$ cat src/design/apd_pkg.sv
// ---------------------------------------------------------------------------
// apd_pkg: shared types and constants for the Art-Net packet decoder
// Positions of the header fields, opcodes, status codes and result layout.
// ---------------------------------------------------------------------------
`default_nettype none

package apd_pkg;

    localparam int MaxChannelsDef = 512;

    // queue of finished results between the parser and the output port
    localparam int QueueDepth = 4;
    localparam int QueuePtrW  = $clog2(QueueDepth);
    localparam int QueueCntW  = $clog2(QueueDepth + 1);

    localparam logic [9:0] PosNameEnd = 10'd8;
    localparam logic [9:0] PosOpLo    = 10'd8;
    localparam logic [9:0] PosOpHi    = 10'd9;
    localparam logic [9:0] PosVerHi   = 10'd10;
    localparam logic [9:0] PosVerLo   = 10'd11;
    localparam logic [9:0] PosSeq     = 10'd12;
    localparam logic [9:0] PosPhys    = 10'd13;
    localparam logic [9:0] PosSubUni  = 10'd14;
    localparam logic [9:0] PosNet     = 10'd15;
    localparam logic [9:0] PosCntHi   = 10'd16;
    localparam logic [9:0] PosCntLo   = 10'd17;
    localparam logic [9:0] PosData    = 10'd18;
    localparam logic [9:0] PosMax     = 10'd1023;

    localparam logic [10:0] MinLen     = 11'd10;
    localparam logic [10:0] DmxHdrLen  = 11'd18;
    localparam logic [10:0] PollLen    = 11'd14;

    localparam logic [15:0] OpDmx       = 16'h5000;
    localparam logic [15:0] OpPoll      = 16'h2000;
    localparam logic [15:0] OpPollReply = 16'h2100;
    localparam logic [7:0]  NetMask     = 8'h7F;
    localparam logic [15:0] MinVersionRst = 16'd14;

    localparam logic KindLevel   = 1'b0;
    localparam logic KindSummary = 1'b1;

    typedef enum logic [2:0] {
        StDmx    = 3'd0,
        StPoll   = 3'd1,
        StReply  = 3'd2,
        StOther  = 3'd3,
        StReject = 3'd4
    } t_status;

    typedef struct packed {
        logic        kind;
        logic [8:0]  channel_index;
        logic [7:0]  level;
        logic [2:0]  status;
        logic [14:0] universe;
        logic [7:0]  sequence_res;
        logic [7:0]  physical_port;
        logic [15:0] opcode;
        logic [9:0]  channel_count;
        logic        run_last;
    } t_result;

    // results produced by one byte: level first, then summary
    typedef struct packed {
        logic    lvl_vld;
        logic    sum_vld;
        t_result lvl;
        t_result sum;
    } t_push;

    function automatic logic [7:0] name_byte(input logic [2:0] idx);
        logic [7:0] c;
        unique case (idx)
            3'd0: c = 8'h41; // A
            3'd1: c = 8'h72; // r
            3'd2: c = 8'h74; // t
            3'd3: c = 8'h2D; // -
            3'd4: c = 8'h4E; // N
            3'd5: c = 8'h65; // e
            3'd6: c = 8'h74; // t
            3'd7: c = 8'h00;
            default: c = 8'h00;
        endcase
        return c;
    endfunction

endpackage

`default_nettype wire

$ cat src/design/apd_parse.sv
// ---------------------------------------------------------------------------
// apd_parse: byte parser of the Art-Net decoder
// Tracks byte position, captures header fields and forms level results for
// accepted data bytes and a summary result for each packet's last byte.
// ---------------------------------------------------------------------------
`default_nettype none

module apd_parse #(
    parameter int MAX_CHANNELS = apd_pkg::MaxChannelsDef
) (
    input  wire logic          i_clk,
    input  wire logic          i_rst_n,
    input  wire logic          i_cfg_wr_en,
    input  wire logic [15:0]   i_cfg_wr_data,
    input  wire logic          i_accept,
    input  wire logic [7:0]    i_data_byte,
    input  wire logic          i_end_of_packet,
    output apd_pkg::t_push     o_push
);
    import apd_pkg::*;

    localparam logic [15:0] MaxCh = 16'(MAX_CHANNELS);

    logic [15:0] r_min_version;
    logic [9:0]  r_pos, n_pos;
    logic        r_name, n_name;
    logic [15:0] r_opcode, n_opcode;
    logic [15:0] r_version, n_version;
    logic [7:0]  r_seq, n_seq;
    logic [7:0]  r_phys, n_phys;
    logic [7:0]  r_subuni, n_subuni;
    logic [6:0]  r_net, n_net;
    logic [15:0] r_count, n_count;
    logic        r_hdr_rej, n_hdr_rej;

    logic [9:0]  lvl_idx;
    logic [10:0] len;
    logic        count_ok;
    t_status     status;
    t_push       push;

    always_comb begin
        n_pos     = r_pos;
        n_name    = r_name;
        n_opcode  = r_opcode;
        n_version = r_version;
        n_seq     = r_seq;
        n_phys    = r_phys;
        n_subuni  = r_subuni;
        n_net     = r_net;
        n_count   = r_count;
        n_hdr_rej = r_hdr_rej;
        push      = '0;
        lvl_idx   = r_pos - PosData;
        len       = {1'b0, r_pos} + 11'd1;
        count_ok  = 1'b0;
        status    = StReject;

        if (r_pos < PosNameEnd) begin
            if (i_data_byte != name_byte(r_pos[2:0])) begin
                n_name = 1'b0;
            end
        end else begin
            unique case (r_pos)
                PosOpLo:   n_opcode  = {r_opcode[15:8], i_data_byte};
                PosOpHi:   n_opcode  = {i_data_byte, r_opcode[7:0]};
                PosVerHi:  n_version = {i_data_byte, r_version[7:0]};
                PosVerLo:  n_version = {r_version[15:8], i_data_byte};
                PosSeq:    n_seq     = i_data_byte;
                PosPhys:   n_phys    = i_data_byte;
                PosSubUni: n_subuni  = i_data_byte;
                PosNet:    n_net     = i_data_byte[6:0] & NetMask[6:0];
                PosCntHi:  n_count   = {i_data_byte, r_count[7:0]};
                PosCntLo: begin
                    n_count   = {r_count[15:8], i_data_byte};
                    count_ok  = (n_count >= 16'd2) && (n_count <= MaxCh) && !n_count[0];
                    n_hdr_rej = !(r_name && (r_opcode == OpDmx) &&
                                  (r_version >= r_min_version) && count_ok);
                end
                default: begin
                    // data area: emit a level while inside the declared count of an accepted header
                    if (!r_hdr_rej && ({6'd0, lvl_idx} < r_count)) begin
                        push.lvl_vld = 1'b1;
                    end
                end
            endcase
        end

        // summary classification sees this byte's field updates
        if ((len >= MinLen) && n_name) begin
            if (n_opcode == OpDmx) begin
                if ((len >= DmxHdrLen) && !n_hdr_rej &&
                    (n_count <= {5'd0, len - DmxHdrLen})) begin
                    status = StDmx;
                end
            end else if (n_opcode == OpPoll) begin
                if ((len >= PollLen) && (n_version >= r_min_version)) begin
                    status = StPoll;
                end
            end else if (n_opcode == OpPollReply) begin
                status = StReply;
            end else begin
                status = StOther;
            end
        end

        push.lvl.kind          = KindLevel;
        push.lvl.channel_index = lvl_idx[8:0];
        push.lvl.level         = i_data_byte;
        push.lvl.run_last      = !i_end_of_packet;

        push.sum_vld      = i_end_of_packet;
        push.sum.kind     = KindSummary;
        push.sum.status   = status;
        push.sum.run_last = 1'b1;
        if (status != StReject) begin
            push.sum.opcode = n_opcode;
        end
        if (status == StDmx) begin
            push.sum.universe      = {n_net, n_subuni};
            push.sum.sequence_res  = n_seq;
            push.sum.physical_port = n_phys;
            push.sum.channel_count = n_count[9:0];
        end

        if (i_end_of_packet) begin
            // end of datagram: return to the idle packet state
            n_pos     = '0;
            n_name    = 1'b1;
            n_opcode  = '0;
            n_version = '0;
            n_seq     = '0;
            n_phys    = '0;
            n_subuni  = '0;
            n_net     = '0;
            n_count   = '0;
            n_hdr_rej = 1'b0;
        end else if (r_pos != PosMax) begin
            n_pos = r_pos + 10'd1;
        end

        if (!i_accept) begin
            push.lvl_vld = 1'b0;
            push.sum_vld = 1'b0;
        end
    end

    assign o_push = push;

    always_ff @(posedge i_clk) begin
        if (!i_rst_n) begin
            r_min_version <= MinVersionRst;
        end else if (i_cfg_wr_en) begin
            r_min_version <= i_cfg_wr_data;
        end
    end

    always_ff @(posedge i_clk) begin
        if (!i_rst_n) begin
            r_pos     <= '0;
            r_name    <= 1'b1;
            r_opcode  <= '0;
            r_version <= '0;
            r_seq     <= '0;
            r_phys    <= '0;
            r_subuni  <= '0;
            r_net     <= '0;
            r_count   <= '0;
            r_hdr_rej <= 1'b0;
        end else if (i_accept) begin
            r_pos     <= n_pos;
            r_name    <= n_name;
            r_opcode  <= n_opcode;
            r_version <= n_version;
            r_seq     <= n_seq;
            r_phys    <= n_phys;
            r_subuni  <= n_subuni;
            r_net     <= n_net;
            r_count   <= n_count;
            r_hdr_rej <= n_hdr_rej;
        end
    end

endmodule

`default_nettype wire

$ cat src/design/apd_queue.sv
// ---------------------------------------------------------------------------
// apd_queue: result queue of the Art-Net decoder
// Takes up to two results per cycle and hands out one per transfer.
// ---------------------------------------------------------------------------
`default_nettype none

module apd_queue (
    input  wire logic          i_clk,
    input  wire logic          i_rst_n,
    input  wire apd_pkg::t_push i_push,
    output logic               o_full,
    output logic               o_valid,
    input  wire logic          i_stall,
    output apd_pkg::t_result   o_result
);
    import apd_pkg::*;

    t_result                r_mem [QueueDepth];
    logic [QueuePtrW-1:0]   r_wr_ptr, n_wr_ptr;
    logic [QueuePtrW-1:0]   r_rd_ptr, n_rd_ptr;
    logic [QueueCntW-1:0]   r_count, n_count;
    logic [QueueCntW-1:0]   push_cnt;
    logic                   pop;
    t_result                first;

    assign o_valid  = (r_count != '0);
    // hold off input unless two entries are free
    assign o_full   = (r_count > QueueCntW'(QueueDepth - 2));
    assign pop      = o_valid && !i_stall;
    assign push_cnt = QueueCntW'(i_push.lvl_vld) + QueueCntW'(i_push.sum_vld);
    assign first    = i_push.lvl_vld ? i_push.lvl : i_push.sum;
    assign o_result = r_mem[r_rd_ptr];

    always_comb begin
        n_wr_ptr = r_wr_ptr + QueuePtrW'(push_cnt);
        n_rd_ptr = r_rd_ptr + QueuePtrW'(pop);
        n_count  = r_count + push_cnt - QueueCntW'(pop);
    end

    always_ff @(posedge i_clk) begin
        if (push_cnt != '0) begin
            r_mem[r_wr_ptr] <= first;
        end
        if (i_push.lvl_vld && i_push.sum_vld) begin
            r_mem[r_wr_ptr + QueuePtrW'(1)] <= i_push.sum;
        end
    end

    always_ff @(posedge i_clk) begin
        if (!i_rst_n) begin
            r_wr_ptr <= '0;
            r_rd_ptr <= '0;
            r_count  <= '0;
        end else begin
            r_wr_ptr <= n_wr_ptr;
            r_rd_ptr <= n_rd_ptr;
            r_count  <= n_count;
        end
    end

endmodule

`default_nettype wire

$ cat src/design/artnet_packet_decoder_top.sv
// ---------------------------------------------------------------------------
// artnet_packet_decoder_top: Art-Net DMX packet decoder
// Parses a UDP payload byte stream, emits channel levels and a packet summary.
//
//   channel   direction  handshake                payload
//   input     in         i_in_valid / o_in_stall  data_byte, end_of_packet
//   output    out        o_out_valid / i_out_stall result fields
//   config    in         i_cfg_wr_en              min_version
//
// One byte is taken per cycle while the input is not stalled; its results
// are registered in the output queue, from which they are handed out.
// A final data byte can yield two results, its level and the summary.
// Input stalls when fewer than two queue entries are free.
// Synchronous reset returns the parser to byte position zero, empties the
// queue and sets min_version to 14.
// ---------------------------------------------------------------------------
`default_nettype none

module artnet_packet_decoder_top #(
    parameter int MAX_CHANNELS = apd_pkg::MaxChannelsDef
) (
    input  wire logic        i_clk,
    input  wire logic        i_rst_n,
    input  wire logic        i_cfg_wr_en,
    input  wire logic [15:0] i_cfg_wr_data,
    input  wire logic        i_in_valid,
    output logic             o_in_stall,
    input  wire logic [7:0]  i_data_byte,
    input  wire logic        i_end_of_packet,
    output logic             o_out_valid,
    input  wire logic        i_out_stall,
    output logic             o_result_kind,
    output logic [8:0]       o_channel_index,
    output logic [7:0]       o_level,
    output logic [2:0]       o_packet_status,
    output logic [14:0]      o_universe,
    output logic [7:0]       o_sequence_res,
    output logic [7:0]       o_physical_port,
    output logic [15:0]      o_opcode,
    output logic [9:0]       o_channel_count,
    output logic             o_run_last
);
    import apd_pkg::*;

    t_push   push;
    t_result res;
    logic    full;
    logic    accept;

    assign o_in_stall = full;
    assign accept     = i_in_valid && !full;

    apd_parse #(
        .MAX_CHANNELS (MAX_CHANNELS)
    ) u_parse (
        .i_clk           (i_clk),
        .i_rst_n         (i_rst_n),
        .i_cfg_wr_en     (i_cfg_wr_en),
        .i_cfg_wr_data   (i_cfg_wr_data),
        .i_accept        (accept),
        .i_data_byte     (i_data_byte),
        .i_end_of_packet (i_end_of_packet),
        .o_push          (push)
    );

    apd_queue u_queue (
        .i_clk    (i_clk),
        .i_rst_n  (i_rst_n),
        .i_push   (push),
        .o_full   (full),
        .o_valid  (o_out_valid),
        .i_stall  (i_out_stall),
        .o_result (res)
    );

    assign o_result_kind   = res.kind;
    assign o_channel_index = res.channel_index;
    assign o_level         = res.level;
    assign o_packet_status = res.status;
    assign o_universe      = res.universe;
    assign o_sequence_res  = res.sequence_res;
    assign o_physical_port = res.physical_port;
    assign o_opcode        = res.opcode;
    assign o_channel_count = res.channel_count;
    assign o_run_last      = res.run_last;

endmodule

`default_nettype wire
$ cat config.mk
export PLATFORM = sky130hd
export DESIGN_NAME = artnet_packet_decoder_top
export DESIGN_NICKNAME = d
export VERILOG_FILES = /design/src/design/apd_pkg.sv /design/src/design/apd_parse.sv /design/src/design/apd_queue.sv /design/src/design/artnet_packet_decoder_top.sv
export SDC_FILE = /design/constraint.sdc
export NUM_CORES = 1
export LEC_CHECK = 0
export ABC_AREA = 0
export BUFFER_PORTS_ARGS = -buffer_cell sky130_fd_sc_hd__buf_4
export CORE_MARGIN = 3
export CORE_UTILIZATION = 60
export DETAILED_ROUTE_END_ITERATION = 8
export PLACE_DENSITY = 0.78
export SETUP_SLACK_MARGIN = 0.02
export SYNTH_ARGS = -nofsm -noshare
export SYNTH_HDL_FRONTEND = slang
export SYNTH_SLANG_ARGS = --single-unit
$ cat constraint.sdc
create_clock -name i_clk -period 7.1 [get_ports i_clk]
set_input_delay 0.355 -clock i_clk [delete_from_list [all_inputs] [get_ports i_clk]]
set_output_delay 0.355 -clock i_clk [all_outputs]
set_load 0.01 [all_outputs]
After elaboration in Yosys (flattened, before gate mapping). Memory sizes are Yosys's and may differ from the RTL's. A register that Yosys moved wholly into a read port is not among the register bits. Index checks and enable logic that the tools add are counted. Widths: inputs -> output; s select.

Register bits: 114. Bits in writable memories: 316. ROM bits: 56. Output and inout bits: 81. Memories kept: 2.

Add/subtract/negate cells: 10. Magnitude comparators: 11. Equality and inequality tests: 17. Mux-type cells: 51. Reductions and logical operators: 26.

Memories: u_queue.r_mem (depth 4, bits a word 79, rd ports 1, clocked after memory_dff 1, wr ports 2, RTL line apd_queue.sv:18) `t_result r_mem [QueueDepth];`; (no name shown) (depth 8, bits a word 7, rd ports 1, clocked after memory_dff 1, wr ports 0, RTL line apd_pkg.sv:74) `unique case (idx)`.

Operators by type and width (number): $mux 16 (7); $pmux 16 s2 (3); $eq 10x4->1 const B (8); $mux 8 (10); $mux 79 (1); $eq 16x14->1 const B (2); $eq 16x15->1 const B (2); $ge 16x16->1 (2); $mux 31 (1); $mux 10 (3); $ge 11x4->1 const B (2); $mux 3 (7); $mux 7 (3); $eq 10x5->1 const B (2); $ge 16x2->1 const B (1); $le 16x10->1 const B (1); $le 16x11->1 (1); $lt 10x16->1 (1); $mux 1 (14); $logic_and 1x1->1 (13); $add 10x1->11 const B (1); $ge 11x5->1 const B (1); $sub 11x5->11 const B (1); $add 10x1->10 const B (1); 19 further kinds (27).

Logic depth before layout (Yosys ltp). Gate-level depths: netlist of run 1.

Depth in word-level cells: 16. Depth in mapped cells: 23. Gate-level depth less buffers: 20.

Cells and area by module. A second synthesis of run 1 with hierarchy kept.

Cell total of the unflattened synthesis: 1917. Area, all modules: 24425.9 um^2.

By module, submodules not included: apd_queue (instances 1, cells each 818, area each 15587.4 um^2, seq. area each 9629.2 um^2); apd_parse (instances 1, cells each 1098, area each 8824.7 um^2, seq. area each 2282.2 um^2); artnet_packet_decoder_top (instances 1, cells each 1, area each 13.8 um^2, seq. area each 0.0 um^2).

Worst setup path before layout of run 1. No wires, ideal clock.

Path kind: flip-flop to flip-flop. Start: reg u_parse.r_pos[2]. End: mem u_queue.r_mem[1][27] in the netlist's numbering (data pin). Arrival: 5.461 ns. Setup slack: 1.463 ns. Stages on the path, launching flop included: 22. Path buffers: 4. Period minus slack after synthesis: 5.637 ns. Cell sequence: dfxtp_1 clkbuf_1 inv_1 ha_1 nand2b_1 nand2_1 xor2_1 ha_1 a2111o_1 a31oi_1 o21bai_1 a31oi_2 ha_1 clkbuf_1 inv_1 o21ai_0 nand2b_1 clkbuf_1 inv_1 o21ai_2 buf_2 nor4_1.

RTL lines: start, declared (RTL line apd_parse.sv:25) `logic [9:0] r_pos, n_pos;`; start signal, assigned (RTL line apd_parse.sv:171) `r_pos <= n_pos;`; end, declared (RTL line apd_queue.sv:18).

==> results of run 1 <==
==> worst max path at each step <==
stage / start / end / slack (ns)
5_1_grt: u_parse.r_pos[0] / u_queue.r_mem[0][36] / 1.10
6_report: u_parse.r_pos[0] / u_queue.r_mem[0][41] / 1.34
3_5_place_dp: u_parse.r_pos[0] / u_queue.r_mem[0][56] / 1.58
2_1_floorplan: u_parse.r_pos[2] / u_queue.r_mem[1][27] / 1.46
4_1_cts: u_parse.r_pos[0] / u_queue.r_mem[0][41] / 1.53
3_3_place_gp: u_parse.r_pos[0] / u_queue.r_mem[2][4] / 1.67
==> layout make-up <==
type                       instances  area share [%]
multi-input combinational       1167           39.17
sequential                       437           46.80
timing repair buffer             134           4.388
tap                              455           2.388
inverter                          63           1.013
antenna                            1         0.01050
clock buffer                      62           5.348
clock inverter                    20          0.8765
==> critical path, cell delays in order (launching register included) <==
cell,delay [ns]
dfxtp_1,0.57
ha_1,0.28
nor3b_2,0.57
and4_1,0.66
nand2_1,0.37
a22oi_1,0.61
inv_1,0.11
ha_1,0.35
a211oi_1,0.22
a31oi_1,0.13
o21ai_0,0.23
o211a_1,0.20
o211a_4,0.21
o211ai_4,0.10
buf_12,0.26
nor4_1,0.49
==> layout by cell type, fill, tap and decap left out, types with 6 or more instances in the layout <==
| cell | netlist | layout |
|---|---|---|
| buf_4 | 6 | 130 |
| clkbuf_1 | 72 | 7 |
| xnor2_1 | 16 | 16 |
| a32o_1 | 6 | 6 |
| nor4_1 | 157 | 157 |
| nor3_1 | 29 | 29 |
| dfxtp_1 | 197 | 195 |
| mux2i_1 | 45 | 45 |
| and4_1 | 6 | 6 |
| inv_1 | 62 | 58 |
| mux4_2 | 79 | 79 |
| edfxtp_1 | 240 | 240 |
| a21boi_0 | 7 | 7 |
| nand2_1 | 97 | 97 |
| or3_1 | 7 | 6 |
| xor2_1 | 19 | 19 |
| a22oi_1 | 66 | 66 |
| nand3_1 | 17 | 17 |
| a21o_1 | 6 | 6 |
| a32oi_1 | 15 | 15 |
| clkbuf_16 | 0 | 45 |
| o21ai_0 | 63 | 63 |
| nor2_1 | 111 | 111 |
| o211ai_1 | 6 | 6 |
| o22ai_1 | 12 | 12 |
| o21ai_1 | 6 | 6 |
| clkinv_2 | 0 | 11 |
| nand2b_1 | 8 | 8 |
| ha_1 | 74 | 74 |
| nand4_1 | 12 | 12 |
| a31oi_1 | 7 | 7 |
| nor2b_1 | 97 | 97 |
| clkbuf_8 | 0 | 8 |
| and2_1 | 21 | 21 |
| a22o_1 | 63 | 63 |
| a21oi_1 | 24 | 24 |
==> through the flow <==
stage | util [%] | total power [W] | hold WS [ns] | instances | setup slack [ns]
after global placement | 64.05 | 0.003992 | 0.4272 | 2255 | 1.669
final | 68.34 | 0.006342 | 0.02410 | 2339 | 1.336
after global routing | 68.34 | 0.006555 | 0.04448 | 2338 | 1.097
after CTS | 68.34 | 0.006378 | 0.001662 | 2338 | 1.531
after floorplan | - | 0.003550 | 0.4178 | 1828 | 1.463
after detailed placement | 64.05 | 0.004012 | 0.4366 | 2255 | 1.583
==> cells by family after synthesis <==
logic type,Yosys count
simple gates,609
flops,437
compound gates,320
buf+inv,224
mux,128
fa+ha+maj,75
xor+xnor,35
==> report_power, final <==
| group | total (W) | switching [W] | internal [W] |
|---|---|---|---|
| clock | 0.00239 | 0.000991 | 0.00140 |
| sequential | 0.00286 | 0.000109 | 0.00275 |
| combinational | 0.00109 | 0.000565 | 0.000524 |
| total | 0.00634 | 0.00166 | 0.00468 |
==> what timing repair did <==
item                                   CTS  global route
hold buffers                             1             0
setup endpoints to repair                0             0
endpoints found under the hold margin    1             0
gates resized for setup                  0             0
buffers inserted                         0             0
==> metal layers <==
| metal | up-vias | track usage [%] | wire (um) |
|---|---|---|---|
| li1 | 7044 | - | - |
| met1 | 7570 | 37.98 | 22170 |
| met2 | 720 | 47.35 | 26570 |
| met3 | 146 | 5.728 | 4569 |
| met4 | 4 | 10.59 | 1982 |
| met5 | - | 0 | 22 |
==> sequential cells by signal (all words and copies together) (netlist names), named ones only <==
name	count
u_parse.r_count	16
u_parse.r_hdr_rej	1
u_parse.r_min_version	16
u_parse.r_name	1
u_parse.r_net	7
u_parse.r_opcode	16
u_parse.r_phys	8
u_parse.r_pos	10
u_parse.r_seq	8
u_parse.r_subuni	8
u_parse.r_version	16
u_queue.r_count	3
u_queue.r_mem	316
u_queue.r_rd_ptr	2
u_queue.r_wr_ptr	2
==> metrics.md, run 1 <==
| Metric | Value |
|---|---|
| Synth area leaders | `edfxtp_1 (34%), dfxtp_1 (18%), mux4_2 (8.3%)` |
| Ys async rst share | `0%` |
| Row cnt | `between 60 and 70` |
| Post-synth top cells | `edfxtp_1 (240), dfxtp_1 (197), nor4_1 (157), nor2_1 (111)` |
| Simple-gate portion of the synthesized area | `15.90%` |
| Cell taking the most area after synthesis | `edfxtp_1` |
| Fillers | `2499` |
| Ports | `111` |
| Core ar. | `around 0.035 sq mm` |
| Overall Global Routing Usage | `around 29%` |
| Yosys reg bits | `437` |
| Static Leak | `approximately 8.3 nW` |
| Post-DP HPWL | `approximately 34 mm` |
| RD Place Congestion | `0.9125` |
| CP Class | `flip-flop to flip-flop` |
| Relative slew slack | `between 30% and 40%` |
| Power per cell area | `266.0 mW/mm^2` |
| Min-delay worst type | `input pin to flip-flop` |
| Share of cells above drive strength 1 | `17.63%` |
| Initial Utilization | `61.54%` |
| Synth Area in XOR/XNOR | `1.428%` |
| Die span in y | `roughly 200 um` |
| Endpoints failing setup | `0` |
| Status | `completed` |
| Multi-input gate area | `about 0.0093 sq mm` |
| Yosys warns | `0` |
| Die area | `0.03808 sq mm` |
| Worst skew pair latency | `0.56 ns` |
| CTS sink cnt | `437` |
| NumNets Final | `1953` |
| Max Transition Viols Final | `0` |
| Compound-Gate Fraction of Synth Area | `10.92%` |
| Setup TNS | `0 ns` |
| Hold depth | `3` |
| R2r setup slk | `between 1 and 1.5 ns` |
| Largest family of logic cells by synthesized area | `simple AND/OR/NAND/NOR gates` |
| Vias per cell | `roughly 6.6` |
| FF/Latch Area | `0.01116 sq mm` |
| Global-route wire length before repair | `87.33 mm` |
| Post-route ant nets | `0` |
| Final hold vios | `0` |
| Unique cell type count in the Yosys netlist | `79` |
| Fmax | `between 0.15 and 0.2 GHz` |
| Cells after Synth | `1828` |
| R2R Path Start | `u_parse.r_pos[0]` |
| Post-synth EDFFs | `240` |
| I/O Buffers | `110` |
| MaxCap Viol Count | `0` |
| VDD IR max | `0.0002034 V` |
| Syn nets | `1933` |
| Mapped Avg Cell Area | `11.74 sq um` |
| WP data arrival | `6.10 ns` |
| Sequential fraction of the synthesis area | `51.95%` |
| # DRC | `0` |
| Synth Flop Type | `edfxtp_1` |
| Worst-Margin Slew | `around 1.0 ns` |
| Layout area overhead | `11.06%` |
| Area post-placement | `0.02234 sq mm` |
| Max H-tree Level | `2` |
| Clk_skew | `0.02235 ns` |
| Synth top area share | `33.57%` |
| Iter 0 DRT Violations | `1639` |
| Crit path capture type | `flip-flop` |
| Vias in the first global route | `15.49k` |
| Final instance area | `0.02384 sq mm` |
| CTS tree | `done` |
| CTS Buffer Depth | `3` |
| Vias | `approximately 15k` |
| WL final | `approximately 55 mm` |
| Tcrit/Tclk final | `81.19%` |
| Clock slew at reported path FFs | `0.06 ns` |
| Synthesized area | `0.02147 sq mm` |
| HP Start | `i_cfg_wr_data[2]` |
| Area share of fa/ha/maj cells after synthesis | `under 10%` |
| Worst Path Required | `~7.4 ns` |
| Most numerous cell in the Yosys netlist | `edfxtp_1` |
| CTS root buf | `clkbuf_16` |
| Floorplan die width | `195.1 um` |
| Fin crit period | `a little under 6 ns` |
| Reg-to-reg endpoint | `u_queue.r_mem[0][41]` |
| Pre-antenna DRT Iters | `5` |
| CP Launch Type | `flip-flop` |
| Mux contribution to synthesized area | `10.60%` |
| WHS Endpoint | `u_parse.r_min_version[2]` |
| R2R cell count | `15` |
| Routed length per instance | `23.64 um` |
| CP Max Fanout | `around 160` |
| RSZ-0062 raised after global routing | `false` |
| GRT overflow | `0` |
| Initial antenna violation count | `2` |
| Num CTS Buffers | `45` |
| Largest net degree at the start of global routing | `between 150 and 200` |
(Power assumes the default switching activity.)
==> run 2, diff against run 1 <==
- CORE_UTILIZATION: 60 -> 56
- PLACE_DENSITY: 0.78 -> 0.77
- clock period: 7.1 -> 4.6 ns (I/O delays scaled with it)
==> run 2 against run 1 <==
Effect of this change: combinational power is 61% higher; total power is 54% higher; first-iteration DRC count is 17% lower; routed wire length is 0.75% higher; largest power group unchanged; sequential cell count stayed put; count of clock-buffer cells in the layout is 3 lower; highest routed layer is now met4.
==> metrics.md, run 2 (synthesis results as in run 1) <==
| Metric | Value |
|---|---|
| Share of cells above drive strength 1 | `21.15%` |
| GRT overflow | `0` |
| NumNets Final | `between 2k and 2.5k` |
| MaxCap Viol Count | `0` |
| Die area | `0.04072 sq mm` |
| # DRC | `0` |
| Ports | `approximately 110` |
| Status | `completed` |
| Row cnt | `a little over 70` |
| Min-delay worst type | `input pin to flip-flop` |
| Die span in y | `201.8 um` |
| Initial Utilization | `56.86%` |
| Critical path cell sequence | `inv_1 -> ha_2 -> nor3b_1 -> nand4_1 -> nor2_1 -> o21ai_0 -> ha_1 -> a21o_1 -> a21oi_1 -> nand2_1 -> o21ai_0 -> o211a_1 -> o211a_4 -> o211ai_4 -> buf_12 -> buf_12 -> nor4_1` |
| GR peak layer | `met2` |
| Slowest-stage cell, CP | `dfxtp_2` |
| Vias in the first global route | `16.08k` |
| Floorplan die width | `201.8 um` |
| Routed length per instance | `22.58 um` |
| Post-route ant nets | `0` |
| Ant. Diodes | `0` |
| Slowest stage delay, CP | `0.37 ns` |
| Post-DP HPWL | `35.09 mm` |
| Min Hold Slack | `0.07006 ns` |
| RSZ-0062 raised after global routing | `false` |
| Most frequent cells in the layout | `edfxtp_1 (240), dfxtp_1 (192), buf_4 (176)` |
| Power per cell area | `394.3 mW/mm^2` |
| Multi-input gate area | `0.009447 sq mm` |
| Max H-tree Level | `2` |
| Commonest non-fill, non-tap cell in the layout | `edfxtp_1` |
| Endpoints failing setup | `0` |
| CP Class | `flip-flop to flip-flop` |
| Most flops, register | `u_queue.r_mem` |
| Clock slew at reported path FFs | `roughly 0.070 ns` |
| Num CTS Buffers | `45` |
| Worst skew pair latency | `0.58 ns` |
| Setup TNS | `0 ns` |
| Fmax | `0.2310 GHz` |
| WP data arrival | `4.70 ns` |
| Vias per cell | `6.474` |
| CTS root buf | `clkbuf_16` |
| RD Place Congestion | `0.9592` |
| Fillers | `2785` |
| Global-route wire length before repair | `88.18 mm` |
| Layout area overhead | `15.45%` |
| Largest net degree at the start of global routing | `116` |
| Crit path capture type | `flip-flop` |
| Tcrit/Tclk final | `about 94%` |
| CTS tree | `done` |
| Max reg flops | `316` |
| Worst Path Required | `4.97 ns` |
| Hold depth | `3` |
| CP Launch Type | `flip-flop` |
| CP Max Fanout | `31` |
| Iter 0 DRT Violations | `~1.4k` |
| Post-CTS setup buffers | `0` |
| Vias | `15.98k` |
| CTS sink cnt | `approximately 440` |
| Pre-antenna DRT Iters | `6` |
| Clk_skew | `0.02189 ns` |
| Fin crit period | `4.330 ns` |
| M2 GR Usage | `around 45%` |
| Overall Global Routing Usage | `between 20 and 30%` |
| FF/Latch Area | `0.01116 sq mm` |
| Met3 usage | `4.252%` |
| Met1 GRT Util | `between 30% and 40%` |
| Worst-Margin Slew | `1.035 ns` |
| Static Leak | `around 8.7 nW` |
| VDD IR max | `0.0002613 V` |
| I/O Buffers | `110` |
| Max Transition Viols Final | `0` |
| Initial antenna violation count | `0` |
| Relative slew slack | `31.03%` |
| WL final | `55.72 mm` |
| CTS Buffer Depth | `3` |
| Core ar. | `0.03776 sq mm` |
| R2R cell count | `17` |
| Final hold vios | `0` |
run 2: report_power, final:
group | total [W] | internal [W] | switching [W]
combinational | 0.00175 | 0.000855 | 0.000895
clock | 0.00361 | 0.00208 | 0.00153
sequential | 0.00441 | 0.00425 | 0.000165
total | 0.00977 | 0.00718 | 0.00259
run 2: routing by layer:
layer / vias up / share of wire, %
li1: 7196 / -
met1: 7922 / 40
met2: 715 / 49
met3: 145 / 7.9
met4: 0 / 3.7
met5: - / 0
run 2: final timing paths:
check	start	slack (ns)	end
max reg2reg	u_parse.r_pos[1]	0.27	u_queue.r_mem[1][28]
max	u_parse.r_pos[1]	0.27	u_queue.r_mem[1][28]
min	i_cfg_wr_en	0.07	u_parse.r_min_version[3]
min reg2reg	u_queue.r_mem[3][78]	0.45	u_queue.r_mem[3][78]
run 2: critical path: cells and delay by family, from the launching register on:
kind	cells	cell delay, ns
compound gates	7	1.41
simple gates	5	1.21
flops	1	0.37
buf+inv	3	0.57
fa+ha+maj	2	0.56
run 2: metrics by stage:
step	power, W	util (%)	setup WS [ns]	instances	cell area, sq um
after floorplan	0.005486	-	0.006426	1828	21570
after global routing	0.01011	65.64	0.01429	2468	24780
after CTS	0.009824	65.40	0.2218	2468	24690
final	0.009771	65.64	0.2703	2468	24780
after global placement	0.006206	61.11	0.3455	2371	23070
after detailed placement	0.006237	61.11	0.2551	2371	23070
run 2: final cells by class:
type | instances | area share [%]
Clock inverter | 22 | 0.8835
Clock buffer | 59 | 5.003
Multi-Input combinational cell | 1167 | 38.12
Tap cell | 511 | 2.580
Sequential cell | 437 | 45.04
Timing Repair Buffer | 209 | 7.351
Inverter | 63 | 1.025
run 2: repair_timing:
action / 4_1_cts / 5_1_grt
gates resized for setup: 0 / 19
setup endpoints to repair: 0 / 161
hold endpoints to repair: 16 / 0
hold buffers: 16 / 0
